--- config.mk ---
export PLATFORM = sky130hd
export DESIGN_NAME = bounded_double_ended_queue
export DESIGN_NICKNAME = d
export VERILOG_FILES = /design/src/bdq_pkg.sv /design/src/bdq_ram.sv /design/src/bdq_ctrl.sv /design/src/bdq_dpath.sv /design/src/bounded_double_ended_queue.sv
export VERILOG_INCLUDE_DIRS = /design/src /design/src/src
export SDC_FILE = /design/constraint.sdc
export NUM_CORES = 1
export LEC_CHECK = 0
export BUFFER_PORTS_ARGS = -buffer_cell sky130_fd_sc_hd__buf_2
export CORE_ASPECT_RATIO = 0.5
export CORE_MARGIN = 1
export CORE_UTILIZATION = 30
export CTS_BUF_LIST = sky130_fd_sc_hd__clkbuf_8
export DETAILED_ROUTE_END_ITERATION = 8
export PLACE_DENSITY = 0.55
export SLEW_MARGIN = 10
export SYNTH_ARGS = -nofsm -noshare
export SYNTH_HDL_FRONTEND = slang
export SYNTH_SLANG_ARGS = --single-unit
--- constraint.sdc ---
create_clock -name clk -period 12.2 [get_ports clk]
set_clock_uncertainty 0.05 [all_clocks]
set_input_delay 3.66 -clock clk [delete_from_list [all_inputs] [get_ports clk]]
set_output_delay 3.66 -clock clk [all_outputs]
set_load 0.01 [all_outputs]
--- src/bounded_double_ended_queue_assert.svh ---
// Assertion macros used by the deque datapath; they compile away when SYNTH is defined.
`ifndef BOUNDED_DOUBLE_ENDED_QUEUE_ASSERT_SVH
`define BOUNDED_DOUBLE_ENDED_QUEUE_ASSERT_SVH

`ifndef SYNTH

// Checks that the consequent holds in the same cycle as the antecedent.
`define BDQ_ASSERT_SAME(label, clk, rst, ante, cons) \
  label: assert property (@(posedge clk) disable iff (rst) (ante) |-> (cons)) \
    else $error("deque assertion failed");

// Checks that the consequent holds in the cycle after the antecedent.
`define BDQ_ASSERT_NEXT(label, clk, rst, ante, cons) \
  label: assert property (@(posedge clk) disable iff (rst) (ante) |=> (cons)) \
    else $error("deque assertion failed");

`else

`define BDQ_ASSERT_SAME(label, clk, rst, ante, cons)
`define BDQ_ASSERT_NEXT(label, clk, rst, ante, cons)

`endif

`endif

--- src/bdq_pkg.sv ---
// Shared types, codes and constants of the bounded double-ended queue.
package bdq_pkg;

  localparam int DATA_W        = 32;
  localparam int CAP_W         = 5;
  localparam int DEPTH_DEFAULT = 16;
  localparam int PADDR_W       = 3;
  localparam int PDATA_W       = 32;

  localparam logic [CAP_W-1:0] CAP_RESET = CAP_W'(16);

  // Register index of the capacity register.
  localparam logic REG_CAPACITY = 1'b0;

  // Operation codes of an input beat.
  typedef enum logic [1:0] {
    CMD_PUSH_FRONT = 2'd0,
    CMD_PUSH_BACK  = 2'd1,
    CMD_POP_FRONT  = 2'd2,
    CMD_POP_BACK   = 2'd3
  } cmd_t;

  // Result status codes.
  typedef enum logic [1:0] {
    STAT_DONE  = 2'd0,
    STAT_FULL  = 2'd1,
    STAT_EMPTY = 2'd2
  } status_t;

  // Commands from the controller to the datapath.
  typedef struct packed {
    logic accept;     // input beat taken this cycle
    logic rd_front;   // address the front entry for the next read
    logic cap_pop;    // read data holds the popped entry
    logic cap_front;  // read data holds the front entry
    logic load_out;   // read data holds the back entry; fill the output register
  } bdq_ctl_t;

endpackage

--- src/bdq_ram.sv ---
// Generic single-write, single-read RAM with a registered read port.
module bdq_ram #(
  parameter int WIDTH = 32,
  parameter int DEPTH = 16,
  localparam int AW = (DEPTH > 1) ? $clog2(DEPTH) : 1
) (
  input  logic             clk,
  input  logic             we,
  input  logic [AW-1:0]    waddr,
  input  logic [WIDTH-1:0] wdata,
  input  logic [AW-1:0]    raddr,
  output logic [WIDTH-1:0] rdata
);

  logic [WIDTH-1:0] mem [DEPTH];

  // Write port.
  always_ff @(posedge clk) begin
    if (we) begin
      mem[waddr] <= wdata;
    end
  end

  // Registered read port.
  always_ff @(posedge clk) begin
    rdata <= mem[raddr];
  end

endmodule

--- src/bdq_ctrl.sv ---
// Sequencer of the deque: takes a beat, steps through the reads, hands off the result.
module bdq_ctrl
  import bdq_pkg::*;
(
  input  logic     clk,
  input  logic     rst,
  input  logic     in_valid,
  output logic     in_ready,
  output logic     out_valid,
  input  logic     out_ready,
  output bdq_ctl_t ctl
);

  typedef enum logic [4:0] {
    S_IDLE  = 5'b00001,
    S_POP   = 5'b00010,
    S_FRONT = 5'b00100,
    S_BACK  = 5'b01000,
    S_HOLD  = 5'b10000
  } state_t;

  state_t state, state_next;
  logic   out_free;

  // The output register can take a result when empty or being drained.
  assign out_free = !out_valid || out_ready;
  assign in_ready = (state == S_IDLE);

  // Command decode.
  always_comb begin
    ctl           = '0;
    ctl.accept    = (state == S_IDLE) && in_valid;
    ctl.rd_front  = (state == S_POP);
    ctl.cap_pop   = (state == S_POP);
    ctl.cap_front = (state == S_FRONT);
    ctl.load_out  = ((state == S_BACK) || (state == S_HOLD)) && out_free;
  end

  // Next state.
  always_comb begin
    state_next = state;
    case (state)
      S_IDLE:  if (in_valid) state_next = S_POP;
      S_POP:   state_next = S_FRONT;
      S_FRONT: state_next = S_BACK;
      S_BACK:  state_next = out_free ? S_IDLE : S_HOLD;
      S_HOLD:  if (out_free) state_next = S_IDLE;
      default: state_next = S_IDLE;
    endcase
  end

  always_ff @(posedge clk) begin
    if (rst) begin
      state <= S_IDLE;
    end else begin
      state <= state_next;
    end
  end

  // Output valid flag.
  always_ff @(posedge clk) begin
    if (rst) begin
      out_valid <= 1'b0;
    end else if (ctl.load_out) begin
      out_valid <= 1'b1;
    end else if (out_ready) begin
      out_valid <= 1'b0;
    end
  end

endmodule

--- src/bdq_dpath.sv ---
// Deque datapath: ring pointers, entry count, entry RAM and result registers.
module bdq_dpath
  import bdq_pkg::*;
#(
  parameter int DEPTH = DEPTH_DEFAULT,
  localparam int IDX_W = (DEPTH > 1) ? $clog2(DEPTH) : 1,
  localparam int CNT_W = $clog2(DEPTH + 1)
) (
  input  logic                     clk,
  input  logic                     rst,
  input  bdq_ctl_t                 ctl,
  input  cmd_t                     cmd,
  input  logic signed [DATA_W-1:0] push_value,
  input  logic [CAP_W-1:0]         capacity,
  output logic [1:0]               status,
  output logic signed [DATA_W-1:0] popped_value,
  output logic signed [DATA_W-1:0] front_value,
  output logic signed [DATA_W-1:0] back_value,
  output logic [CNT_W-1:0]         occupancy,
  output logic                     is_empty
);

`include "bounded_double_ended_queue_assert.svh"

  localparam int CMP_W = (CNT_W > CAP_W) ? CNT_W : CAP_W;
  localparam logic [IDX_W-1:0] LAST_IDX = IDX_W'(DEPTH - 1);

  logic [IDX_W-1:0]  front_index, back_index;
  logic [CNT_W-1:0]  entry_count;
  logic [IDX_W-1:0]  front_up, front_dn, back_up, back_dn;
  logic              is_push, full, empty, push_ok, pop_ok;
  logic              pop_ok_q;
  status_t           status_q;
  logic [DATA_W-1:0] popped_q, front_q;
  logic              ram_we;
  logic [IDX_W-1:0]  ram_waddr, ram_raddr;
  logic [DATA_W-1:0] ram_rdata;

  // Ring pointer neighbors.
  always_comb begin
    front_up = (front_index == LAST_IDX) ? '0 : front_index + 1'b1;
    front_dn = (front_index == '0) ? LAST_IDX : front_index - 1'b1;
    back_up  = (back_index == LAST_IDX) ? '0 : back_index + 1'b1;
    back_dn  = (back_index == '0) ? LAST_IDX : back_index - 1'b1;
  end

  // Full and empty tests; a capacity above the depth acts as the depth.
  always_comb begin
    is_push = (cmd == CMD_PUSH_FRONT) || (cmd == CMD_PUSH_BACK);
    full    = (CMP_W'(entry_count) >= CMP_W'(capacity)) ||
              (entry_count >= CNT_W'(DEPTH));
    empty   = (entry_count == '0);
    push_ok = is_push && !full;
    pop_ok  = !is_push && !empty;
  end

  // RAM addressing: write the pushed value, read the popped, front and back entries in turn.
  always_comb begin
    ram_we    = ctl.accept && push_ok;
    ram_waddr = (cmd == CMD_PUSH_FRONT) ? front_dn : back_index;
    if (ctl.accept) begin
      ram_raddr = (cmd == CMD_POP_FRONT) ? front_index : back_dn;
    end else if (ctl.rd_front) begin
      ram_raddr = front_index;
    end else begin
      ram_raddr = back_dn;
    end
  end

  bdq_ram #(
    .WIDTH(DATA_W),
    .DEPTH(DEPTH)
  ) u_ram (
    .clk  (clk),
    .we   (ram_we),
    .waddr(ram_waddr),
    .wdata(push_value),
    .raddr(ram_raddr),
    .rdata(ram_rdata)
  );

  // Pointers and count move when a beat is taken.
  always_ff @(posedge clk) begin
    if (rst) begin
      front_index <= '0;
      back_index  <= '0;
      entry_count <= '0;
    end else if (ctl.accept) begin
      if (push_ok) begin
        entry_count <= entry_count + 1'b1;
        if (cmd == CMD_PUSH_FRONT) begin
          front_index <= front_dn;
        end else begin
          back_index <= back_up;
        end
      end else if (pop_ok) begin
        entry_count <= entry_count - 1'b1;
        if (cmd == CMD_POP_FRONT) begin
          front_index <= front_up;
        end else begin
          back_index <= back_dn;
        end
      end
    end
  end

  // Per-beat result capture.
  always_ff @(posedge clk) begin
    if (ctl.accept) begin
      pop_ok_q <= pop_ok;
      if (is_push) begin
        status_q <= full ? STAT_FULL : STAT_DONE;
      end else begin
        status_q <= empty ? STAT_EMPTY : STAT_DONE;
      end
    end
    if (ctl.cap_pop) begin
      popped_q <= pop_ok_q ? ram_rdata : '0;
    end
    if (ctl.cap_front) begin
      front_q <= (entry_count != '0) ? ram_rdata : '0;
    end
  end

  // Output register; the back entry comes straight from the read port.
  always_ff @(posedge clk) begin
    if (ctl.load_out) begin
      status       <= status_q;
      popped_value <= $signed(popped_q);
      front_value  <= $signed(front_q);
      back_value   <= (entry_count != '0) ? $signed(ram_rdata) : '0;
      occupancy    <= entry_count;
      is_empty     <= (entry_count == '0);
    end
  end

  `BDQ_ASSERT_SAME(a_count_in_range, clk, rst, 1'b1, entry_count <= CNT_W'(DEPTH))
  `BDQ_ASSERT_NEXT(a_push_grows, clk, rst, ctl.accept && push_ok, entry_count == $past(entry_count) + 1'b1)
  `BDQ_ASSERT_NEXT(a_pop_shrinks, clk, rst, ctl.accept && pop_ok, entry_count == $past(entry_count) - 1'b1)
  `BDQ_ASSERT_NEXT(a_refused_keeps, clk, rst, ctl.accept && !push_ok && !pop_ok, $stable(entry_count) && $stable(front_index) && $stable(back_index))

endmodule

--- src/bounded_double_ended_queue.sv ---
// A taken beat steps through S_POP, S_FRONT and S_BACK, one RAM read each, to the output.
// No beat is taken until the last result is loaded; S_HOLD waits while the output is busy.
// A finished result waits in the output register while the next beat is taken.
// Reset (rst, synchronous): queue empty, pointers zero, capacity 16, output not valid.
// RAM contents are not cleared; data read from outside the two ends is never reported.
module bounded_double_ended_queue
  import bdq_pkg::*;
#(
  parameter int DEPTH = DEPTH_DEFAULT,
  localparam int CNT_W = $clog2(DEPTH + 1)
) (
  input  logic                     clk,
  input  logic                     rst,
  input  logic                     in_valid,
  output logic                     in_ready,
  input  logic [1:0]               cmd,
  input  logic signed [DATA_W-1:0] push_value,
  output logic                     out_valid,
  input  logic                     out_ready,
  output logic [1:0]               status,
  output logic signed [DATA_W-1:0] popped_value,
  output logic signed [DATA_W-1:0] front_value,
  output logic signed [DATA_W-1:0] back_value,
  output logic [CNT_W-1:0]         occupancy,
  output logic                     is_empty,
  input  logic                     psel,
  input  logic                     penable,
  input  logic                     pwrite,
  input  logic [PADDR_W-1:0]       paddr,
  input  logic [PDATA_W-1:0]       pwdata,
  output logic [PDATA_W-1:0]       prdata,
  output logic                     pready
);

  logic [CAP_W-1:0] capacity;
  logic             reg_index;
  bdq_ctl_t         ctl;

  // Configuration port; the word index sits above the byte offset.
  assign pready    = 1'b1;
  assign reg_index = paddr[2];

  always_ff @(posedge clk) begin
    if (rst) begin
      capacity <= CAP_RESET;
    end else if (psel && penable && pwrite && pready && (reg_index == REG_CAPACITY)) begin
      capacity <= pwdata[CAP_W-1:0];
    end
  end

  assign prdata = (reg_index == REG_CAPACITY) ? PDATA_W'(capacity) : '0;

  bdq_ctrl u_ctrl (
    .clk      (clk),
    .rst      (rst),
    .in_valid (in_valid),
    .in_ready (in_ready),
    .out_valid(out_valid),
    .out_ready(out_ready),
    .ctl      (ctl)
  );

  bdq_dpath #(
    .DEPTH(DEPTH)
  ) u_dpath (
    .clk         (clk),
    .rst         (rst),
    .ctl         (ctl),
    .cmd         (cmd_t'(cmd)),
    .push_value  (push_value),
    .capacity    (capacity),
    .status      (status),
    .popped_value(popped_value),
    .front_value (front_value),
    .back_value  (back_value),
    .occupancy   (occupancy),
    .is_empty    (is_empty)
  );

endmodule

==> run_results.csv, run 1 <==
group,metric,value,unit
power,powerDensity,178,nW/µm²
timing,fin_crit_sh,0.634,
critical_path,critPathCaptureType,"output port",
clock_network,clock-root-buffer,"clkbuf_8",
power,p_leak,11.9,nW
die,start_util,0.303,
layout,fin_cells,3746,
critical_path,r2r-start,"u_dpath.back_index[0]$_SDFFE_PP0P_",
yosys,synth_ff_type,"edfxtp_1",
yosys,synth-simple-area-share,0.109,
power,peakVddDrop,0.000107,V
routing,avgViaCountPerCell,5.17,
yosys,synthXorXnorAreaFrac,0.00173,
yosys,yosysUniqueCellTypes,68,
yosys,synth-compound-area-share,0.120,
die,die_y,227,µm
clock_network,cts_buffer_depth,3,
clock_network,ctsHoldBuffers,0,
routing,drt-wirelength-per-cell,21.9,µm
critical_path,required,8490,ps
routing,first_iter_violations,1897,
placed_design,preCtsSetupSlack,3830,ps
yosys,syn_area_per_cell,14.1,µm²
layout,drive_above_1_share,0.165,
layout,finalInstanceArea,34600,µm²
routing,vias,19360,
yosys,syn_inst,2159,
timing,fmax,0.129,GHz
timing,timing.setup.tns,0,ps
routing,ant_nets,0,
yosys,ys_ff_latch,739,
yosys,syn_area,30400,µm²
yosys,synthTopCellsByCount,"edfxtp_1 (683), nand2_1 (232), clkbuf_1 (104)",
global_routing,grt_usage,0.155,
global_routing,grt_overflow,0,
global_routing,antenna_found_initial,7,
placed_design,dp.cells,3534,
clock_network,htree_levels,3,
layout,area_growth,13.9,%
layout,fill_cells,9686,
yosys,synth-edff-count,683,
yosys,synth_top_area_frac,0.675,
clock_network,clkTransAtPathRegs,70,ps
clock_network,cts_sinks,739,
yosys,synthMuxAreaShare,0.0156,
layout,nets,2394,
critical_path,critPathKind,"in2out",
yosys,ys_top_cells_by_area,"edfxtp_1 (67%), dfxtp_1 (3.7%), nand2_1 (2.9%)",
critical_path,startpoint,"paddr[2]",
die,pin_count,215,
hold_path,hp-class,"reg2reg",
yosys,synth_top_family_by_area,"compound AO/OA/AOI/OAI gates",
routing,drcViolationCount,0,
power,power,6.16,mW
hold_path,min_from,"u_dpath.front_q[31]$_DFFE_PP_",
die,die_x,452,µm
yosys,synth.most_common_cell,"edfxtp_1",
routing,drt_pass1_iterations,5,
yosys,async_reset_ff_frac,0,
yosys,yosys.area.top_type,"edfxtp_1",
timing,slew_violations,0,
timing,setup_viol,0,
timing,min_period,7740,ps
clock_network,postCtsSetupRepairBufs,0,
yosys,yosysWarnings,0,
yosys,synth_adder_area_share,0.00642,
global_routing,grt_max_degree,130,
routing,drt-total-wl,82200,µm
timing,worst_slack,4460,ps
yosys,synth.yosys.seq_area_share,0.712,
timing,slew_headroom,0.120,
placed_design,dpl_cell_area,32500,µm²
clock_network,cts_resized,0,
job,drv_cap,0,
critical_path,cp-start-kind,"input pin",
timing,tightest_slew,1300,ps
die,fp-row-count,82,
die,die_area,103000,µm²
global_routing,grt_pass1_vias,18732,
placed_design,dpl.hpwl,44100,µm
timing,rsz0062_at_grt,"false",
placed_design,numPortBuffers,157,
clock_network,clk_latency,740,ps
placed_design,place_congestion,0.781,
run_status,outcome,"completed",
die,coreArea,100000,µm²
critical_path,cp_data_arrival_time,4030,ps
clock_network,cts_tree,"built",
timing,hold_viol,0,
clock_network,cts_buffers,111,
global_routing,grt_pass1_wl,120000,µm
critical_path,crit_fanout,6,
==> path summary, 6_finish.rpt <==
path	cells past startpoint	slack, ps	to
worst max-delay path	3	4460	prdata[0]
worst min-delay path	0	370	u_dpath.front_value[31]$_DFFE_PP_
worst max register to register	12	6870	u_dpath.u_ram.rdata[21]$_DFF_P_
worst min register to register	0	370	u_dpath.front_value[31]$_DFFE_PP_
==> metrics by stage <==
| stage | util | hold slack [ps] |
|---|---|---|
| detailed placement | 0.324 | 355 |
| global placement | 0.324 | 351 |
| CTS | 0.345 | 363 |
| finish | 0.345 | 368 |
| floorplan | - | 350 |
| global route | 0.345 | 368 |
==> cells by family (layout without fill, tap and decap cells) <==
logic type,after synthesis,after routing
compound gates,510,510
xor+xnor,6,6
fa+ha+maj,15,15
buf+inv,220,434
flops,739,739
mux,47,47
other cells,2,31
simple gates,620,620
==> registers in the layout (all words and copies together) (netlist names) <==
signal                flops
u_dpath.entry_count       5
u_dpath.front_value      32
u_dpath.front_q          32
u_dpath.status            2
u_dpath.u_ram.rdata      32
u_dpath.u_ram.mem       512
u_ctrl.state              5
u_dpath.popped_q         32
u_dpath.back_value       32
u_dpath.status_q          2
u_dpath.back_index        4
u_ctrl.out_valid          1
u_dpath.popped_value     32
capacity                  5
u_dpath.occupancy         5
u_dpath.is_empty          1
u_dpath.pop_ok_q          1
u_dpath.front_index       4
==> layout make-up <==
cell class	count	area, µm²	area share
Antenna cell	3	7.51	0.000217
Clock buffer	119	1640	0.0473
Clock inverter	90	462	0.0133
Inverter	20	75.1	0.00217
Multi-Input combinational cell	1226	7980	0.230
Sequential cell	739	21600	0.625
Tap cell	1344	1680	0.0486
Timing Repair Buffer	205	1160	0.0335
==> where the power goes <==
group          leakage, nW  switching [mW]  internal [mW]  total [mW]
Sequential            6.63          0.0985           2.94        3.04
Combinational         4.06           0.803          0.388        1.19
Clock                 1.23           0.965          0.966        1.93
==> placed cells by master (no fill, tap or decap), drive strengths merged, types with 37 or more instances in the layout <==
| cell | synthesis | routed |
|---|---|---|
| a211oi | 37 | 37 |
| clkbuf | 104 | 119 |
| mux2i | 45 | 45 |
| and4 | 63 | 63 |
| a21o | 37 | 37 |
| buf | 96 | 205 |
| a21oi | 84 | 84 |
| o21ai | 73 | 73 |
| nor2 | 51 | 51 |
| nand3 | 67 | 67 |
| clkinv | 0 | 39 |
| a31oi | 37 | 37 |
| edfxtp | 683 | 683 |
| and3 | 71 | 71 |
| a311oi | 62 | 62 |
| nor2b | 37 | 37 |
| dfxtp | 56 | 56 |
| a22oi | 62 | 62 |
| nand2 | 236 | 236 |
| inv | 20 | 66 |
==> routing by layer <==
metal / vias to the layer above / part of all wire / track usage
li1: 8677 / - / -
met1: 9892 / 0.47 / 0.221
met2: 671 / 0.45 / 0.242
met3: 120 / 0.066 / 0.0297
met4: 0 / 0.018 / 0.0410
met5: - / 0 / 0
==> worst max-delay path, stage by stage <==
cell	delay [ps]
buf_2	130
nor2b_1	100
buf_2	130
Power figures use the tool's default switching activity.
==> inputs of run 2 (changes only) <==
- clock period: 12.2 -> 7.9 ns (I/O delays scaled with it)
==> run 2 against run 1 <==
Compared with the run above: core utilization grew 0.12 points; global-route usage is 0.078 points lower; non-clock buffer count grew 7; count of clock-buffer cells in the layout up 5; first-iteration DRC count down 10%; clock power is 60% higher; combinational power grew 54%; largest power group unchanged.
==> run_results.csv, run 2 (same netlist as run 1, synthesis figures left out) <==
group,metric,value,unit
timing,setup_viol,0,
critical_path,worst_path_largest_cell_delay,640,ps
routing,vias,19308,
die,pin_count,215,
critical_path,required,8360,ps
timing,min_period,5510,ps
critical_path,path_cells,"buf_2, nor2b_1, nand4_4, nand3_4, buf_4, buf_4, nand3_1, a31oi_1, o211ai_1, o311ai_1",
timing,rsz0062_at_grt,"false",
layout,drive_above_1_share,0.172,
placed_design,place_congestion,0.800,
die,fp-row-count,82,
placed_design,dpl.hpwl,46700,µm
critical_path,cp_data_arrival_time,5970,ps
layout,regMostFlops,"u_dpath.u_ram.mem",
global_routing,grt_max_degree,95,
timing,timing.setup.tns,0,ps
power,peakVddDrop,0.000161,V
clock_network,ctsHoldBuffers,0,
die,die_area,103000,µm²
die,die_x,452,µm
critical_path,crit_fanout,52,
global_routing,grt_pass1_wl,120000,µm
timing,slew_headroom,0.199,
layout,area_growth,14.3,%
clock_network,clk_latency,750,ps
clock_network,clock-root-buffer,"clkbuf_8",
die,die_y,227,µm
clock_network,htree_levels,3,
critical_path,crit_buf_inv,3,
timing,holdWs,364,ps
layout,largest_reg_flops,512,
layout,nets,2404,
critical_path,r2r_end,"u_dpath.u_ram.rdata[1]$_DFF_P_",
clock_network,clkTransAtPathRegs,60,ps
timing,fmax,0.181,GHz
hold_path,min_from,"u_dpath.popped_q[20]$_SDFFCE_PN0P_",
die,start_util,0.303,
placed_design,numPortBuffers,157,
timing,hold_viol,0,
timing,tightest_slew,1200,ps
run_status,outcome,"completed",
critical_path,critPathKind,"in2reg",
critical_path,worstRegToRegCells,10,
clock_network,cts_sinks,739,
hold_path,min_delay_path_depth,0,
critical_path,critPathCaptureType,"flip-flop",
clock_network,cts_resized,0,
timing,fin_crit_sh,0.698,
routing,drt_pass1_iterations,5,
layout,finalInstanceArea,34800,µm²
die,coreArea,100000,µm²
clock_network,cts_tree,"built",
layout,fill_cells,9640,
job,drv_cap,0,
placed_design,dpl_cell_area,32600,µm²
clock_network,cts_buffers,114,
global_routing,grt_usage,0.154,
power,p_leak,12.0,nW
global_routing,antenna_found_initial,4,
routing,ant_nets,0,
global_routing,grt_overflow,0,
critical_path,cp-start-kind,"input pin",
clock_network,cts_buffer_depth,3,
hold_path,hp-class,"reg2reg",
routing,first_iter_violations,1708,
global_routing,grt_pass1_vias,18486,
critical_path,rrSetupSlack,2760,ps
timing,slew_violations,0,
clock_network,postCtsSetupRepairBufs,0,
power,powerDensity,277,nW/µm²
critical_path,crit_slowest_cell,"nand4_4",
critical_path,critPathTopFamily,"simple AND/OR/NAND/NOR gates",
hold_path,hold_end,"u_dpath.popped_value[20]$_DFFE_PP_",
critical_path,r2r-start,"u_ctrl.state[2]$_SDFFE_PP0P_",
layout,layout_common_cells,"edfxtp_1 (683), nand2_1 (232), buf_2 (157)",
routing,drt-total-wl,81700,µm
critical_path,cpMostUsedCell,"buf_4",
routing,avgViaCountPerCell,5.15,
routing,drt-wirelength-per-cell,21.8,µm
routing,drcViolationCount,0,
layout,final_common_cell,"edfxtp_1",
==> run 2: cell type report <==
class	count	area (µm²)	area share
Multi-Input combinational cell	1226	7980	0.230
Clock inverter	81	463	0.0133
Sequential cell	739	21600	0.622
Antenna cell	2	5.00	0.000144
Clock buffer	124	1710	0.0491
Tap cell	1344	1680	0.0484
Inverter	20	75.1	0.00216
Timing Repair Buffer	212	1210	0.0349
==> run 2: worst max-delay path by stage <==
stage              start                         endpoint  slack [ps]  cells after the start
6_report          cmd[1]  u_dpath.u_ram.rdata[21]$_DFF_P_        2390                     10
5_1_grt           cmd[1]  u_dpath.u_ram.rdata[21]$_DFF_P_        2290                     10
4_1_cts           cmd[1]  u_dpath.u_ram.rdata[20]$_DFF_P_        2520                     10
3_5_place_dp      cmd[1]  u_dpath.u_ram.rdata[20]$_DFF_P_        1730                     10
3_3_place_gp      cmd[1]  u_dpath.u_ram.rdata[21]$_DFF_P_        1760                     10
2_1_floorplan  out_ready  u_dpath.back_value[0]$_DFFE_PP_         150                      2
==> run 2: power by group <==
part	internal [mW]	switching [mW]	leakage [nW]
registers	4.54	0.158	6.63
clock network	1.57	1.51	1.24
logic	0.601	1.23	4.09
==> run 2: worst register-to-register path, cell delays in order (launching register included) <==
cell and delay (ps):
dfxtp_1 380, nor3_4 330, nand3b_4 670, inv_2 530
buf_4 580, nor3_2 210, a21oi_4 610, buf_4 830
mux2i_1 250, o211ai_1 350, o311ai_1 170
==> run 2: per-layer routing <==
| metal | part of all wire | vias to the layer above | track usage |
|---|---|---|---|
| met1 | 0.47 | 9811 | 0.224 |
| met4 | 0.021 | 0 | 0.0479 |
| met2 | 0.45 | 670 | 0.239 |
| met5 | 0 | - | 0 |
| li1 | - | 8688 | - |
| met3 | 0.060 | 139 | 0.0209 |
==> run 2: per-stage QoR <==
stage                util  power (mW)  cells  setup slack [ps]
detailed placement  0.325        6.61   3541              1730
floorplan               -        5.90   2185               151
finish              0.347        9.62   3748              2390
global placement    0.325        6.58   3541              1760
global route        0.347        10.0   3746              2290
CTS                 0.347        9.69   3746              2520
==> inputs of run 3 (changes only) <==
- PLACE_DENSITY: 0.55 -> 0.57
- clock period: 7.9 -> 4.5 ns (I/O delays scaled with it)
==> run 3 against run 2 <==
Compared with the run above: sequential cell count is the same; register-to-register slack lost 1600 ps; largest cell class unchanged; highest routed layer unchanged; worst hold slack worse by 14 ps; non-clock buffer count up 35; count of clock-buffer cells in the layout shrank 7.
==> run_results.csv, run 3 (same netlist as run 1, synthesis figures left out) <==
group,metric,value,unit
clock_network,postCtsSetupRepairBufs,0,
critical_path,path_depth,10,
timing,fmax,0.278,GHz
die,die_area,103000,µm²
global_routing,busiest_layer,"met2",
routing,first_iter_violations,1854,
critical_path,rrSetupSlack,1110,ps
clock_network,cts_buffer_depth,3,
critical_path,required,5080,ps
layout,fin_cells,3790,
clock_network,clkTransAtPathRegs,70,ps
timing,tightest_slew,1130,ps
die,coreArea,100000,µm²
placed_design,dpl.hpwl,46400,µm
placed_design,place_congestion,0.784,
clock_network,clk_latency,760,ps
critical_path,cpMostUsedCell,"buf_4",
routing,drt-wirelength-per-cell,21.6,µm
routing,vias,19591,
global_routing,met2_usage,0.245,
power,p_leak,12.3,nW
timing,hold_viol,0,
timing,slew_violations,0,
global_routing,grt_max_degree,131,
job,drv_cap,0,
critical_path,cp_data_arrival_time,4180,ps
layout,regMostFlops,"u_dpath.u_ram.mem",
hold_path,min_from,"u_dpath.front_q[21]$_DFFE_PP_",
layout,area_growth,16.8,%
critical_path,r2r-start,"u_dpath.back_index[0]$_SDFFE_PP0P_",
layout,layout_common_cells,"edfxtp_1 (683), nand2_1 (232), buf_2 (157)",
global_routing,grt_use_met3,0.0245,
timing,min_period,3600,ps
clock_network,clock-root-buffer,"clkbuf_8",
global_routing,grt_usage,0.154,
clock_network,cts_resized,0,
critical_path,r2r_end,"u_dpath.u_ram.rdata[27]$_DFF_P_",
global_routing,antenna_found_initial,6,
placed_design,preCtsSetupSlack,119,ps
placed_design,numPortBuffers,157,
critical_path,path_cells,"buf_2, nor2b_1, nand4_4, and3_1, or2_1, nand2_2, buf_4, a211o_1, o311ai_1, buf_4",
critical_path,critPathTopFamily,"simple AND/OR/NAND/NOR gates",
routing,drt_pass1_iterations,7,
routing,drcViolationCount,0,
die,pin_count,215,
timing,slew_headroom,0.248,
layout,drive_above_1_share,0.188,
routing,ant_nets,0,
critical_path,crit_buf_inv,3,
global_routing,grt_pass1_wl,119000,µm
clock_network,ctsHoldBuffers,0,
critical_path,worstRegToRegCells,11,
layout,nets,2437,
die,start_util,0.303,
timing,rsz0062_at_grt,"false",
routing,drt-total-wl,81700,µm
critical_path,cp-start-kind,"input pin",
clock_network,cts_tree,"built",
clock_network,htree_levels,3,
critical_path,crit_slowest_cell,"nand4_4",
run_status,outcome,"completed",
layout,largest_reg_flops,512,
timing,worst_slack,900,ps
global_routing,grt_overflow,0,
critical_path,worst_path_largest_cell_delay,560,ps
power,power,17.2,mW
die,fp-row-count,82,
clock_network,cts_sinks,739,
die,die_x,452,µm
power,powerDensity,484,nW/µm²
hold_path,min_delay_path_depth,0,
die,die_y,227,µm
routing,avgViaCountPerCell,5.17,
placed_design,dp.cells,3576,
layout,fill_cells,9523,
hold_path,hold_end,"u_dpath.front_value[21]$_DFFE_PP_",
critical_path,critPathCaptureType,"flip-flop",
global_routing,grt_pass1_vias,18556,
timing,fin_crit_sh,0.800,
power,peakVddDrop,0.000287,V
timing,timing.setup.tns,0,ps
clock_network,cts_buffers,112,
timing,setup_viol,0,
layout,final_common_cell,"edfxtp_1",
critical_path,critPathKind,"in2reg",
global_routing,grtUsageMet1,0.214,
hold_path,hp-class,"reg2reg",
timing,holdWs,350,ps
critical_path,crit_fanout,27,
run 3: layer usage:
layer,vias to the layer above,wire length (µm)
met4,0,1780
met2,791,37600
met5,-,0
met1,9896,36700
li1,8769,-
met3,135,5670
run 3: final cells by class:
class	count	area (µm²)	share of cell area
Antenna cell	3	7.51	0.000212
Clock buffer	117	1610	0.0454
Clock inverter	94	628	0.0177
Inverter	20	75.1	0.00212
Multi-Input combinational cell	1226	7980	0.225
Sequential cell	739	21600	0.610
Tap cell	1344	1680	0.0474
Timing Repair Buffer	247	1870	0.0528
run 3: report_power, final:
group	internal (mW)	switching (mW)
clock network	2.85	2.71
registers	7.97	0.280
logic	1.18	2.18
run 3: worst max path at each step:
stage / slack, ps / to / startpoint
floorplan: 90 / u_dpath.u_ram.mem[7][0]$_DFFE_PP_ / cmd[1]
global placement: 180 / u_dpath.u_ram.rdata[26]$_DFF_P_ / cmd[0]
detailed placement: 120 / u_dpath.u_ram.rdata[27]$_DFF_P_ / cmd[0]
CTS: 980 / u_dpath.u_ram.rdata[27]$_DFF_P_ / cmd[0]
global route: 840 / u_dpath.u_ram.rdata[24]$_DFF_P_ / u_dpath.back_index[0]$_SDFFE_PP0P_
finish: 900 / u_dpath.u_ram.rdata[27]$_DFF_P_ / cmd[0]
run 3: metrics by stage:
step,utilization,cell area [µm²]
global route,0.354,35500
detailed placement,0.332,33200
global placement,0.332,33200
CTS,0.354,35500
floorplan,-,30500
finish,0.354,35500
